`src/hw/rtl/rst_pkg.sv`:
```
// Shared types, constants and clamp helpers for the road segment tracker.
// No dependencies.
`timescale 1ns / 1ps
package rst_pkg;

    localparam int unsigned WIDTH_CAP  = 1024;
    localparam int unsigned MAX_HEIGHT = 1024;
    localparam int unsigned MAX_ROWS   = 64;
    localparam int unsigned QUEUE_DEPTH_DEF = 4;

    localparam logic [7:0] CLS_ROAD    = 8'd1;
    localparam logic [7:0] CLS_BARRIER = 8'd2;

    // register indexes
    localparam logic [2:0] REG_FRAME_WIDTH  = 3'd0;
    localparam logic [2:0] REG_FRAME_HEIGHT = 3'd1;
    localparam logic [2:0] REG_SCAN_END     = 3'd2;
    localparam logic [2:0] REG_MARGIN       = 3'd3;
    localparam logic [2:0] REG_ROWS_NEEDED  = 3'd4;
    localparam logic [2:0] REG_ROAD_MIN     = 3'd5;
    localparam logic [2:0] REG_ROAD_MAX     = 3'd6;
    localparam logic [2:0] REG_BARRIER_MIN  = 3'd7;

    typedef struct packed {
        logic [10:0] frame_width;
        logic [10:0] frame_height;
        logic [9:0]  scan_end_row;
        logic [9:0]  window_margin;
        logic [6:0]  rows_needed;
        logic [10:0] road_width_min;
        logic [10:0] road_width_max;
        logic [10:0] barrier_width_min;
    } cfg_t;

    // request passed from the front to the back
    typedef struct packed {
        logic       row_valid;
        logic       eof;
        logic       found;
        logic       first;
        logic       mid;
        logic       last;
        logic       gap;
        logic [9:0] seg_start;
        logic [9:0] seg_end;
        logic [9:0] row_y;
        logic [9:0] ref_col;
    } rec_t;

    typedef enum logic [1:0] {
        B_IDLE,
        B_DIV,
        B_OUT
    } back_state_t;

    function automatic logic [10:0] eff_w(input logic [10:0] v);
        logic [10:0] r;
        r = v;
        if (v == 11'd0)
            r = 11'd1;
        else if (v > 11'(WIDTH_CAP))
            r = 11'(WIDTH_CAP);
        return r;
    endfunction

    function automatic logic [10:0] eff_h(input logic [10:0] v);
        logic [10:0] r;
        r = v;
        if (v == 11'd0)
            r = 11'd1;
        else if (v > 11'(MAX_HEIGHT))
            r = 11'(MAX_HEIGHT);
        return r;
    endfunction

    function automatic logic [6:0] eff_n(input logic [6:0] v);
        logic [6:0] r;
        r = v;
        if (v == 7'd0)
            r = 7'd1;
        else if (v > 7'(MAX_ROWS))
            r = 7'(MAX_ROWS);
        return r;
    endfunction

endpackage

```
`src/hw/rtl/rst_front.sv`:
```
// Pixel front end: counts pixels, finds runs in the window, picks each row's segment.
// Depends on rst_pkg.
`timescale 1ns / 1ps
module rst_front (
    input  logic          clk,
    input  logic          rst_n,
    input  rst_pkg::cfg_t cfg,
    input  logic          in_valid,
    output logic          in_ready,
    input  logic [7:0]    pixel_class,
    input  logic [9:0]    ref_center,
    input  logic          frame_first,
    output logic          push,
    output rst_pkg::rec_t rec,
    input  logic          full
);
    import rst_pkg::*;

    typedef struct packed {
        logic [7:0] run_value;
        logic [9:0] run_begin;
        logic       road_picked;
        logic [9:0] road_start;
        logic [9:0] road_end;
        logic       left_valid;
        logic [9:0] left_end;
        logic       right_valid;
        logic [9:0] right_start;
    } row_t;

    localparam row_t ROW_CLEAR = '0;

    logic [9:0] col_reg, col_next, row_reg, row_next, ref_reg, ref_next;
    logic [9:0] ws_reg, ws_next, we_reg, we_next;
    row_t       rs_reg, rs_next;
    logic [6:0] tc_reg, tc_next;
    logic       done_reg, done_next;

    function automatic row_t close_run(input row_t r, input logic [9:0] s,
                                       input logic [9:0] e, input logic [7:0] v,
                                       input logic [9:0] fref, input cfg_t c);
        row_t        o;
        logic [10:0] len;
        o   = r;
        len = 11'(e) - 11'(s) + 11'd1;
        if (v == CLS_ROAD)
        begin
            if (!r.road_picked && len >= c.road_width_min && len <= c.road_width_max)
            begin
                o.road_picked = 1'b1;
                o.road_start  = s;
                o.road_end    = e;
            end
        end
        else if (v == CLS_BARRIER && len >= c.barrier_width_min)
        begin
            if (e < fref && (!r.left_valid || e > r.left_end))
            begin
                o.left_valid = 1'b1;
                o.left_end   = e;
            end
            if (s > fref && (!r.right_valid || s < r.right_start))
            begin
                o.right_valid = 1'b1;
                o.right_start = s;
            end
        end
        return o;
    endfunction

    logic [10:0] w, h, hm1, wm1, gap_len, we_sum;
    logic [9:0]  se, x, y, cref, cws, cwe, s_sel, e_sel;
    logic        rowend, scanning, have, gap, cdone, last_row;
    logic [6:0]  ctc, n;
    row_t        r;

    assign in_ready = !full;

    always_comb
    begin
        w   = eff_w(cfg.frame_width);
        h   = eff_h(cfg.frame_height);
        n   = eff_n(cfg.rows_needed);
        wm1 = w - 11'd1;
        hm1 = h - 11'd1;
        se  = (11'(cfg.scan_end_row) < hm1) ? cfg.scan_end_row : hm1[9:0];

        x     = frame_first ? 10'd0 : col_reg;
        cref  = frame_first ? ref_center : ref_reg;
        cws   = frame_first ? 10'd0 : ws_reg;
        cwe   = frame_first ? wm1[9:0] : we_reg;
        r     = frame_first ? ROW_CLEAR : rs_reg;
        ctc   = frame_first ? 7'd0 : tc_reg;
        cdone = frame_first ? 1'b0 : done_reg;
        row_next = frame_first ? 10'd0 : row_reg;

        rowend   = 11'(x) >= wm1;
        scanning = !cdone && (11'(row_next) + 11'(se) <= hm1);
        last_row = 11'(row_next) >= hm1;
        y        = 10'(hm1 - 11'(row_next));

        ws_next   = cws;
        we_next   = cwe;
        tc_next   = ctc;
        done_next = cdone;
        have      = 1'b0;
        gap       = 1'b0;
        s_sel     = 10'd0;
        e_sel     = 10'd0;
        gap_len   = 11'd0;
        we_sum    = 11'd0;
        rec       = '0;

        if (scanning && x >= cws && x <= cwe)
        begin
            if (!(r.run_value != 8'd0 && pixel_class == r.run_value))
            begin
                if (r.run_value != 8'd0)
                    r = close_run(r, r.run_begin, x - 10'd1, r.run_value, cref, cfg);
                r.run_value = pixel_class;
                r.run_begin = x;
            end
            if ((x == cwe || rowend) && r.run_value != 8'd0)
            begin
                r = close_run(r, r.run_begin, x, r.run_value, cref, cfg);
                r.run_value = 8'd0;
            end
        end

        if (scanning && rowend)
        begin
            if (r.road_picked)
            begin
                have  = 1'b1;
                s_sel = r.road_start;
                e_sel = r.road_end;
            end
            else if (r.left_valid && r.right_valid)
            begin
                gap_len = 11'(r.right_start) - 11'(r.left_end) - 11'd1;
                if (gap_len >= cfg.road_width_min && gap_len <= cfg.road_width_max)
                begin
                    have  = 1'b1;
                    gap   = 1'b1;
                    s_sel = r.left_end + 10'd1;
                    e_sel = r.right_start - 10'd1;
                end
            end
            if (have)
            begin
                rec.row_valid = 1'b1;
                rec.first     = (ctc == 7'd0);
                rec.mid       = (ctc == (n >> 1));
                tc_next       = ctc + 7'd1;
                if (tc_next >= n)
                begin
                    rec.last  = 1'b1;
                    done_next = 1'b1;
                end
                else
                begin
                    ws_next = (s_sel >= cfg.window_margin) ? s_sel - cfg.window_margin : 10'd0;
                    we_sum  = 11'(e_sel) + 11'(cfg.window_margin);
                    we_next = (we_sum > wm1) ? wm1[9:0] : we_sum[9:0];
                end
            end
            else
            begin
                tc_next = 7'd0;
                ws_next = 10'd0;
                we_next = wm1[9:0];
            end
        end
        rec.gap       = gap;
        rec.seg_start = s_sel;
        rec.seg_end   = e_sel;
        rec.row_y     = y;
        rec.ref_col   = cref;
        rec.found     = done_next;

        rs_next  = rowend ? ROW_CLEAR : r;
        ref_next = cref;
        col_next = x + 10'd1;
        if (rowend)
        begin
            col_next = 10'd0;
            if (last_row)
            begin
                rec.eof   = 1'b1;
                row_next  = 10'd0;
                tc_next   = 7'd0;
                ws_next   = 10'd0;
                we_next   = wm1[9:0];
                done_next = 1'b0;
            end
            else
                row_next = row_next + 10'd1;
        end
        push = in_valid && in_ready && (rec.row_valid || rec.eof);
    end

    always_ff @(posedge clk or negedge rst_n)
    begin
        if (!rst_n)
        begin
            col_reg  <= '0;
            row_reg  <= '0;
            ref_reg  <= '0;
            ws_reg   <= '0;
            we_reg   <= 10'd639;
            rs_reg   <= ROW_CLEAR;
            tc_reg   <= '0;
            done_reg <= 1'b0;
        end
        else if (in_valid && in_ready)
        begin
            col_reg  <= col_next;
            row_reg  <= row_next;
            ref_reg  <= ref_next;
            ws_reg   <= ws_next;
            we_reg   <= we_next;
            rs_reg   <= rs_next;
            tc_reg   <= tc_next;
            done_reg <= done_next;
        end
    end

endmodule

```
`src/hw/rtl/rst_queue.sv`:
```
// Short request queue between the front and the back.
// Depends on rst_pkg.
`timescale 1ns / 1ps
module rst_queue #(
    parameter int unsigned DEPTH = rst_pkg::QUEUE_DEPTH_DEF
) (
    input  logic          clk,
    input  logic          rst_n,
    input  logic          push,
    input  rst_pkg::rec_t wr_data,
    output logic          full,
    input  logic          pop,
    output logic          rd_valid,
    output rst_pkg::rec_t rd_data
);
    import rst_pkg::*;

    localparam int unsigned AW = (DEPTH > 1) ? $clog2(DEPTH) : 1;
    localparam int unsigned CW = $clog2(DEPTH + 1);

    rec_t          mem_reg [DEPTH];
    logic [AW-1:0] wp_reg, rp_reg;
    logic [CW-1:0] cnt_reg;

    assign full     = (cnt_reg == CW'(DEPTH));
    assign rd_valid = (cnt_reg != '0);
    assign rd_data  = mem_reg[rp_reg];

    always_ff @(posedge clk)
    begin
        if (push && !full)
            mem_reg[wp_reg] <= wr_data;
    end

    always_ff @(posedge clk or negedge rst_n)
    begin
        if (!rst_n)
        begin
            wp_reg  <= '0;
            rp_reg  <= '0;
            cnt_reg <= '0;
        end
        else
        begin
            if (push && !full)
                wp_reg <= (wp_reg == AW'(DEPTH - 1)) ? '0 : wp_reg + AW'(1);
            if (pop && rd_valid)
                rp_reg <= (rp_reg == AW'(DEPTH - 1)) ? '0 : rp_reg + AW'(1);
            cnt_reg <= cnt_reg + CW'(push && !full) - CW'(pop && rd_valid);
        end
    end

endmodule

```
`src/hw/rtl/rst_back.sv`:
```
// Back end: accumulates tracked rows, divides the centre sum, drives the result register.
// Depends on rst_pkg.
`timescale 1ns / 1ps
module rst_back (
    input  logic          clk,
    input  logic          rst_n,
    input  rst_pkg::cfg_t cfg,
    input  logic          rd_valid,
    input  rst_pkg::rec_t rd_data,
    output logic          pop,
    output logic          out_valid,
    input  logic          out_ready,
    output logic [79:0]   out_data
);
    import rst_pkg::*;

    back_state_t st_reg, st_next;

    logic signed [17:0] sum_reg;
    logic [10:0] wmin_reg, wmax_reg;
    logic [9:0]  left_reg, right_reg, mid_reg, ref_reg;
    logic        gap_reg;
    logic        eof_pend_reg, found_reg;

    logic [16:0] dvd_reg;
    logic [7:0]  rem_reg;
    logic [4:0]  cnt_reg;
    logic        neg_reg;

    logic signed [10:0] res_dev_reg;
    logic signed [11:0] res_ctr_reg;
    logic [9:0]  res_mid_reg, res_left_reg, res_right_reg;
    logic [10:0] res_wmin_reg, res_wmax_reg;
    logic        res_gap_reg;

    logic        ov_reg;
    logic [79:0] od_reg;

    logic [10:0] w, seg_w;
    logic [6:0]  n;
    logic signed [17:0] sum_b, sum_n;
    logic [10:0] wmin_b, wmax_b;
    logic [9:0]  left_b, right_b, mid_b;
    logic        gap_b;
    logic [8:0]  rem_sh;
    logic [10:0] q11;
    logic signed [10:0] dev;
    logic        slot_free;

    assign out_valid = ov_reg;
    assign out_data  = od_reg;
    assign slot_free = !ov_reg || out_ready;

    always_comb
    begin
        w      = eff_w(cfg.frame_width);
        n      = eff_n(cfg.rows_needed);
        sum_b  = rd_data.first ? 18'sd0 : sum_reg;
        wmin_b = rd_data.first ? w : wmin_reg;
        wmax_b = rd_data.first ? 11'd0 : wmax_reg;
        left_b = rd_data.first ? 10'(w - 11'd1) : left_reg;
        right_b = rd_data.first ? 10'd0 : right_reg;
        mid_b  = rd_data.first ? 10'd0 : mid_reg;
        gap_b  = rd_data.first ? 1'b0 : gap_reg;
        seg_w  = 11'(rd_data.seg_end) - 11'(rd_data.seg_start) + 11'd1;
        sum_n  = sum_b
               + $signed({8'd0, 10'((11'(rd_data.seg_start) + 11'(rd_data.seg_end)) >> 1)})
               - $signed({8'd0, rd_data.ref_col});
        rem_sh = {rem_reg, dvd_reg[16]};
        q11    = dvd_reg[10:0];
        dev    = neg_reg ? -$signed(q11) : $signed(q11);
        pop    = (st_reg == B_IDLE) && rd_valid;
        st_next = st_reg;
        case (st_reg)
            B_IDLE:
                if (rd_valid)
                begin
                    if (rd_data.row_valid && rd_data.last)
                        st_next = B_DIV;
                    else if (rd_data.eof)
                        st_next = B_OUT;
                end
            B_DIV:
                if (cnt_reg == 5'd0)
                    st_next = eof_pend_reg ? B_OUT : B_IDLE;
            B_OUT:
                if (slot_free)
                    st_next = B_IDLE;
            default:
                st_next = B_IDLE;
        endcase
    end

    always_ff @(posedge clk or negedge rst_n)
    begin
        if (!rst_n)
        begin
            st_reg <= B_IDLE;
            ov_reg <= 1'b0;
        end
        else
        begin
            st_reg <= st_next;
            if (st_reg == B_OUT && slot_free)
                ov_reg <= 1'b1;
            else if (out_ready)
                ov_reg <= 1'b0;
        end
    end

    always_ff @(posedge clk)
    begin
        if (pop)
        begin
            eof_pend_reg <= rd_data.eof;
            found_reg    <= rd_data.found;
            if (rd_data.row_valid)
            begin
                sum_reg   <= sum_n;
                wmin_reg  <= (seg_w < wmin_b) ? seg_w : wmin_b;
                wmax_reg  <= (seg_w > wmax_b) ? seg_w : wmax_b;
                left_reg  <= (rd_data.seg_start < left_b) ? rd_data.seg_start : left_b;
                right_reg <= (rd_data.seg_end > right_b) ? rd_data.seg_end : right_b;
                mid_reg   <= rd_data.mid ? rd_data.row_y : mid_b;
                gap_reg   <= gap_b | rd_data.gap;
                ref_reg   <= rd_data.ref_col;
                // load the divider with the magnitude of the new sum
                dvd_reg   <= sum_n[17] ? 17'(-sum_n) : sum_n[16:0];
                neg_reg   <= sum_n[17];
                rem_reg   <= 8'd0;
                cnt_reg   <= 5'd17;
            end
        end
        else if (st_reg == B_DIV)
        begin
            if (cnt_reg != 5'd0)
            begin
                if (rem_sh >= 9'(n))
                begin
                    rem_reg <= 8'(rem_sh - 9'(n));
                    dvd_reg <= {dvd_reg[15:0], 1'b1};
                end
                else
                begin
                    rem_reg <= rem_sh[7:0];
                    dvd_reg <= {dvd_reg[15:0], 1'b0};
                end
                cnt_reg <= cnt_reg - 5'd1;
            end
            else
            begin
                res_dev_reg   <= dev;
                res_ctr_reg   <= $signed({2'b00, ref_reg}) + 12'(dev);
                res_mid_reg   <= mid_reg;
                res_left_reg  <= left_reg;
                res_right_reg <= right_reg;
                res_wmin_reg  <= wmin_reg;
                res_wmax_reg  <= wmax_reg;
                res_gap_reg   <= gap_reg;
            end
        end
        if (st_reg == B_OUT && slot_free)
        begin
            if (found_reg)
                od_reg <= {3'd0, res_gap_reg, res_wmax_reg, res_wmin_reg, res_right_reg,
                           res_left_reg, res_mid_reg, res_ctr_reg, res_dev_reg, 1'b1};
            else
                od_reg <= '0;
        end
    end

endmodule

```
`src/hw/rtl/road_segment_tracker.sv`:
```
// Top level of the road segment tracker: configuration registers, front, queue and back.
// Depends on rst_pkg, rst_front, rst_queue and rst_back.
`timescale 1ns / 1ps
//
// Channel   Direction  Handshake              Carries
// s_*       in         s_tvalid / s_tready    one mask pixel, frame start flag in s_tuser
// m_*       out        m_tvalid / m_tready    one frame result per frame
// APB       in         psel, penable, pwrite  eight 32-bit configuration registers
//
// Pixels are taken one per clock while the request queue has room.
// A row that completes tracking holds the back end in its 17-step divider; other rows
// pop at once when idle, so the queue absorbs short bursts and stalls s_tready.
// The result sits in an output register; a stalled m_tready holds the back end directly.
// Reset clears counters and the queue; registers return to their documented defaults.
module road_segment_tracker #(
    parameter int unsigned QUEUE_DEPTH = rst_pkg::QUEUE_DEPTH_DEF
) (
    input  logic        clk,
    input  logic        rst_n,
    input  logic        s_tvalid,
    output logic        s_tready,
    input  logic [23:0] s_tdata,   // [7:0] pixel_class, [17:8] ref_center, rest zero
    input  logic        s_tuser,   // [0] frame_first
    output logic        m_tvalid,
    input  logic        m_tready,
    output logic [79:0] m_tdata,   // found, deviation, center_col, mid_row, left_col,
                                   // right_col, width_min, width_max, gap_used
    input  logic        psel,
    input  logic        penable,
    input  logic        pwrite,
    input  logic [4:0]  paddr,
    input  logic [31:0] pwdata,
    output logic [31:0] prdata,
    output logic        pready
);
    import rst_pkg::*;

    cfg_t cfg_reg;
    rec_t rec, q_data;
    logic push, full, pop, q_valid;
    logic [2:0] idx;

    assign pready = 1'b1;
    assign idx    = paddr[4:2];

    // take a register write on the access cycle
    always_ff @(posedge clk or negedge rst_n)
    begin
        if (!rst_n)
        begin
            cfg_reg.frame_width       <= 11'd640;
            cfg_reg.frame_height      <= 11'd480;
            cfg_reg.scan_end_row      <= 10'd0;
            cfg_reg.window_margin     <= 10'd20;
            cfg_reg.rows_needed       <= 7'd5;
            cfg_reg.road_width_min    <= 11'd20;
            cfg_reg.road_width_max    <= 11'd400;
            cfg_reg.barrier_width_min <= 11'd3;
        end
        else if (psel && penable && pwrite && pready)
        begin
            case (idx)
                REG_FRAME_WIDTH:  cfg_reg.frame_width       <= pwdata[10:0];
                REG_FRAME_HEIGHT: cfg_reg.frame_height      <= pwdata[10:0];
                REG_SCAN_END:     cfg_reg.scan_end_row      <= pwdata[9:0];
                REG_MARGIN:       cfg_reg.window_margin     <= pwdata[9:0];
                REG_ROWS_NEEDED:  cfg_reg.rows_needed       <= pwdata[6:0];
                REG_ROAD_MIN:     cfg_reg.road_width_min    <= pwdata[10:0];
                REG_ROAD_MAX:     cfg_reg.road_width_max    <= pwdata[10:0];
                REG_BARRIER_MIN:  cfg_reg.barrier_width_min <= pwdata[10:0];
                default:          ;
            endcase
        end
    end

    // return the addressed register, zero-extended
    always_comb
    begin
        case (idx)
            REG_FRAME_WIDTH:  prdata = 32'(cfg_reg.frame_width);
            REG_FRAME_HEIGHT: prdata = 32'(cfg_reg.frame_height);
            REG_SCAN_END:     prdata = 32'(cfg_reg.scan_end_row);
            REG_MARGIN:       prdata = 32'(cfg_reg.window_margin);
            REG_ROWS_NEEDED:  prdata = 32'(cfg_reg.rows_needed);
            REG_ROAD_MIN:     prdata = 32'(cfg_reg.road_width_min);
            REG_ROAD_MAX:     prdata = 32'(cfg_reg.road_width_max);
            REG_BARRIER_MIN:  prdata = 32'(cfg_reg.barrier_width_min);
            default:          prdata = 32'd0;
        endcase
    end

    rst_front u_front (
        .clk         (clk),
        .rst_n       (rst_n),
        .cfg         (cfg_reg),
        .in_valid    (s_tvalid),
        .in_ready    (s_tready),
        .pixel_class (s_tdata[7:0]),
        .ref_center  (s_tdata[17:8]),
        .frame_first (s_tuser),
        .push        (push),
        .rec         (rec),
        .full        (full)
    );

    rst_queue #(.DEPTH(QUEUE_DEPTH)) u_queue (
        .clk      (clk),
        .rst_n    (rst_n),
        .push     (push),
        .wr_data  (rec),
        .full     (full),
        .pop      (pop),
        .rd_valid (q_valid),
        .rd_data  (q_data)
    );

    rst_back u_back (
        .clk       (clk),
        .rst_n     (rst_n),
        .cfg       (cfg_reg),
        .rd_valid  (q_valid),
        .rd_data   (q_data),
        .pop       (pop),
        .out_valid (m_tvalid),
        .out_ready (m_tready),
        .out_data  (m_tdata)
    );

endmodule

```
`config.mk`:
```
export PLATFORM = sky130hd
export DESIGN_NAME = road_segment_tracker
export DESIGN_NICKNAME = d
export VERILOG_FILES = /design/src/hw/rtl/rst_pkg.sv /design/src/hw/rtl/rst_front.sv /design/src/hw/rtl/rst_queue.sv /design/src/hw/rtl/rst_back.sv /design/src/hw/rtl/road_segment_tracker.sv
export SDC_FILE = /design/constraint.sdc
export NUM_CORES = 2
export LEC_CHECK = 0
export BUFFER_PORTS_ARGS = -buffer_cell sky130_fd_sc_hd__buf_4
export CAP_MARGIN = 20
export CORE_MARGIN = 8
export CORE_UTILIZATION = 40
export CTS_CLUSTER_DIAMETER = 150
export DETAILED_ROUTE_END_ITERATION = 7
export PLACE_DENSITY_LB_ADDON = 0.12
export SLEW_MARGIN = 20
export SYNTH_ARGS = -nofsm -noshare
export SYNTH_HDL_FRONTEND = slang
export SYNTH_SLANG_ARGS = --single-unit
```
`constraint.sdc`:
```
create_clock -name clk -period 39.6 [get_ports clk]
set_input_delay 3.96 -clock clk [delete_from_list [all_inputs] [get_ports clk]]
set_output_delay 3.96 -clock clk [all_outputs]
set_load 0.1 [all_outputs]
```
==> metrics.cfg <==
[pwr]
p_comb_share_pct = 53.7
switchingPower_mw = 1.72
p_per_area_nw_per_um2 = 83.0
totalPowerFinal_mw = 3.97
swShare_pct = 43.4
p_seq_share_pct = 27.6
p_int_mw = 2.25
p_leak_nw = 19.9
clock_power_share_pct = 18.7
irDropWorstVdd_uv = 80.5

[timing]
timing.final.ws_setup_ns = 18.36
fin_tns_setup_ns = 0
post-route-period-util_pct = 53.6
fin_skew_ns = 0.0423
fmax_ghz = 0.0471
slew_headroom_pct = 24.6
final_hold_viol_count = 0
setup_viol = 0
fin_crit_ns = 21.24
rsz0062_at_grt = false
holdWs_ns = 0.417
worst_pin_slew_ns = 1.10
slew_viol_final = 0

[worst_setup_path]
cpMostUsedCell = a21oi_1
critPathArrivalTime_ns = 21.76
end_kind = flip-flop
cp.required_ns = 40.11
r2r-end = u_front.we_reg[7]$_DFFE_PN0P_
crit_fanout = 30
reg2reg_depth = 71
r2r_setup_slack_ns = 22.12
cp-startpoint = s_tuser
crit_end = u_front.we_reg[7]$_DFFE_PN0P_
timing.rr.start = u_front.col_reg[1]$_DFFE_PN0P_
critPathKind = input pin to flip-flop
cp-start-kind = input pin
slowest_stage = o21ai_0
max_stage_delay_ns = 0.80

[place]
port_buffers = 129
place_ws_ns = 18.01
dp_hpwl_mm = 93.8
place.gp.congestion = 0.940
dp_cells = 5464

[clock_network]
clkTransAtPathRegs_ns = 0.05
postCtsHoldBufs = 0
clock_sinks = 665
root_buffer = clkbuf_16
cts_setup_buffers = 0
cts_buffers = 79
cts_tree = built
cts_resized = 0
h-tree-depth = 3
clock_path_buffers = 3
clk_latency_ns = 0.66

[yosys]
synthArstFlopShare_pct = 31.7
synth_compound_area_share_pct = 14.4
yosys-top-cells-area = edfxtp_1, ha_1, dfrtp_1, nand2_1, o21ai_0
synth_top_area_share_pct = 32.2
muxShareOfSynthArea_pct = 5.79
synthAdderAreaFrac_pct = 14.3
synth-main-ff-cell = edfxtp_1
synth_top_area_cell = edfxtp_1
synthesis.area_sq_um = 42400
ys_types = 108
synth.most_common_cell = edfxtp_1
synth_warnings = 0
yosys.area_share.simple_pct = 12.8
synth_top_family_by_area = compound AO/OA/AOI/OAI gates
synth_commonest_cells = edfxtp_1, ha_1, nand2_1
synth_edf_count = 454
synth_xor_area_share_pct = 3.59
synth_seq_cells = 665
syn_inst = 4000
avgSynthCellArea_sq_um = 10.6
ys_seq_area_share_pct = 44.7

[min_path]
holdPathStages = 0
hp-class = flip-flop to flip-flop

[global_routing]
grt_pass1_wl_mm = 191
antenna_found_initial = 7
gr-total-overflow = 0
grt.total_usage_pct = 21.2
grt_max_degree = 136
grt_pass1_vias = 30238

[cells_and_area]
n_fill_cell = 9924
final_cell_count_no_fill = 5611
drive_above_1_share_pct = 13.1
nNetsFinal = 4693
largest_reg_flops = 188
area_delta_synth_final_pct = 12.8

[die]
start_util_pct = 40.3
ios = 184
die_h_um = 342
core_region_area_sq_um = 105000
rows = 119
die_x_um = 342
dieArea_sq_um = 117000

[route]
routedWlPerCell_um = 22.6
first_iter_violations = 2408
viasPerCell = 5.52
ant_nets = 0
drc_errors = 0
wl_mm = 127
vias = 30967
first_pass_iters = 8

[run]
maxCapViolCount = 0

[run_status]
status = finished clean

final cells by class:
class | count | area (sq um) | share of cell area (%)
Timing Repair Buffer | 214 | 1630 | 3.40
Clock inverter | 46 | 527 | 1.10
Clock buffer | 98 | 2130 | 4.45
Multi-Input combinational cell | 2892 | 21700 | 45.4
Antenna cell | 3 | 7.51 | 0.0157
Inverter | 302 | 1130 | 2.37
Sequential cell | 665 | 18900 | 39.6
Tap cell | 1391 | 1740 | 3.64
worst max-delay path: cells and delay by family:
| family | cells | cell delay, ns |
|---|---|---|
| adder cells (fa/ha/maj) | 10 | 2.88 |
| AO/OA/AOI/OAI | 39 | 8.46 |
| buffers and inverters | 5 | 1.09 |
| AND/OR/NAND/NOR | 15 | 4.03 |
| XOR/XNOR | 4 | 1.24 |
cells by family after synthesis:
group	count (synthesis)
AND/OR/NAND/NOR	1086
AO/OA/AOI/OAI	959
flip-flops	665
adder cells (fa/ha/maj)	470
buffers and inverters	466
multiplexers	179
XOR/XNOR	173
other	2
worst min path at each step:
stage                               startpoint                              end  slack (ns)
4_1_cts        u_back.mid_reg[1]$_SDFFCE_PN0P_  u_back.res_mid_reg[1]$_DFFE_PP_        0.42
6_report       u_back.mid_reg[1]$_SDFFCE_PN0P_  u_back.res_mid_reg[1]$_DFFE_PP_        0.42
2_1_floorplan  u_back.mid_reg[0]$_SDFFCE_PN0P_  u_back.res_mid_reg[0]$_DFFE_PP_        0.40
3_5_place_dp   u_back.mid_reg[1]$_SDFFCE_PN0P_  u_back.res_mid_reg[1]$_DFFE_PP_        0.41
3_3_place_gp   u_back.mid_reg[7]$_SDFFCE_PN0P_  u_back.res_mid_reg[7]$_DFFE_PP_        0.40
5_1_grt        u_back.mid_reg[8]$_SDFFCE_PN0P_  u_back.res_mid_reg[8]$_DFFE_PP_        0.43
power by group through the flow:
stage | combinational [mW] | clock [mW] | sequential [mW]
CTS | 2.15 | 0.761 | 1.10
floorplan | 1.52 | 0 | 1.13
finish | 2.13 | 0.743 | 1.09
global placement | 2.12 | 0 | 1.11
detailed placement | 2.14 | 0 | 1.11
global route | 2.38 | 0.784 | 1.11
layer usage:
layer / share of wire (%) / routed length [um] / GRT usage (%)
met5: 0.0095 / 12 / 0
met4: 3.1 / 3900 / 6.52
met3: 5.3 / 6770 / 2.69
met2: 47 / 59700 / 35.3
met1: 45 / 56600 / 28.9
per-stage QoR:
| stage | cell area (sq um) | utilization [%] |
|---|---|---|
| 2_1_floorplan | 42500 | - |
| 3_3_place_gp | 45200 | 42.9 |
| 3_5_place_dp | 45200 | 42.9 |
| 4_1_cts | 47800 | 45.4 |
| 5_1_grt | 47800 | 45.4 |
| 6_report | 47800 | 45.4 |
placed cells by master (no fill, tap or decap), types with 23 or more instances in the layout:
| cell | instances |
|---|---|
| xnor2_1 | 131 |
| and2_1 | 110 |
| nand4_1 | 41 |
| nor2_1 | 214 |
| o21bai_1 | 50 |
| inv_1 | 293 |
| nand2_1 | 360 |
| nand2b_1 | 46 |
| dfrtp_1 | 184 |
| o22ai_1 | 66 |
| mux2i_1 | 67 |
| o21a_1 | 35 |
| o21ai_0 | 252 |
| mux4_2 | 46 |
| dfstp_2 | 25 |
| a31oi_1 | 23 |
| conb_1 | 25 |
| edfxtp_1 | 454 |
| ha_1 | 448 |
| nor2b_1 | 74 |
| a21o_1 | 70 |
| nand3_1 | 54 |
| a22o_1 | 31 |
| clkbuf_16 | 80 |
| o21ai_1 | 29 |
| or3_1 | 28 |
| mux2_2 | 63 |
| xor2_1 | 41 |
| a21oi_1 | 233 |
| buf_4 | 212 |
| nor3_1 | 56 |
Note: power is estimated with default switching activity, not from simulation.
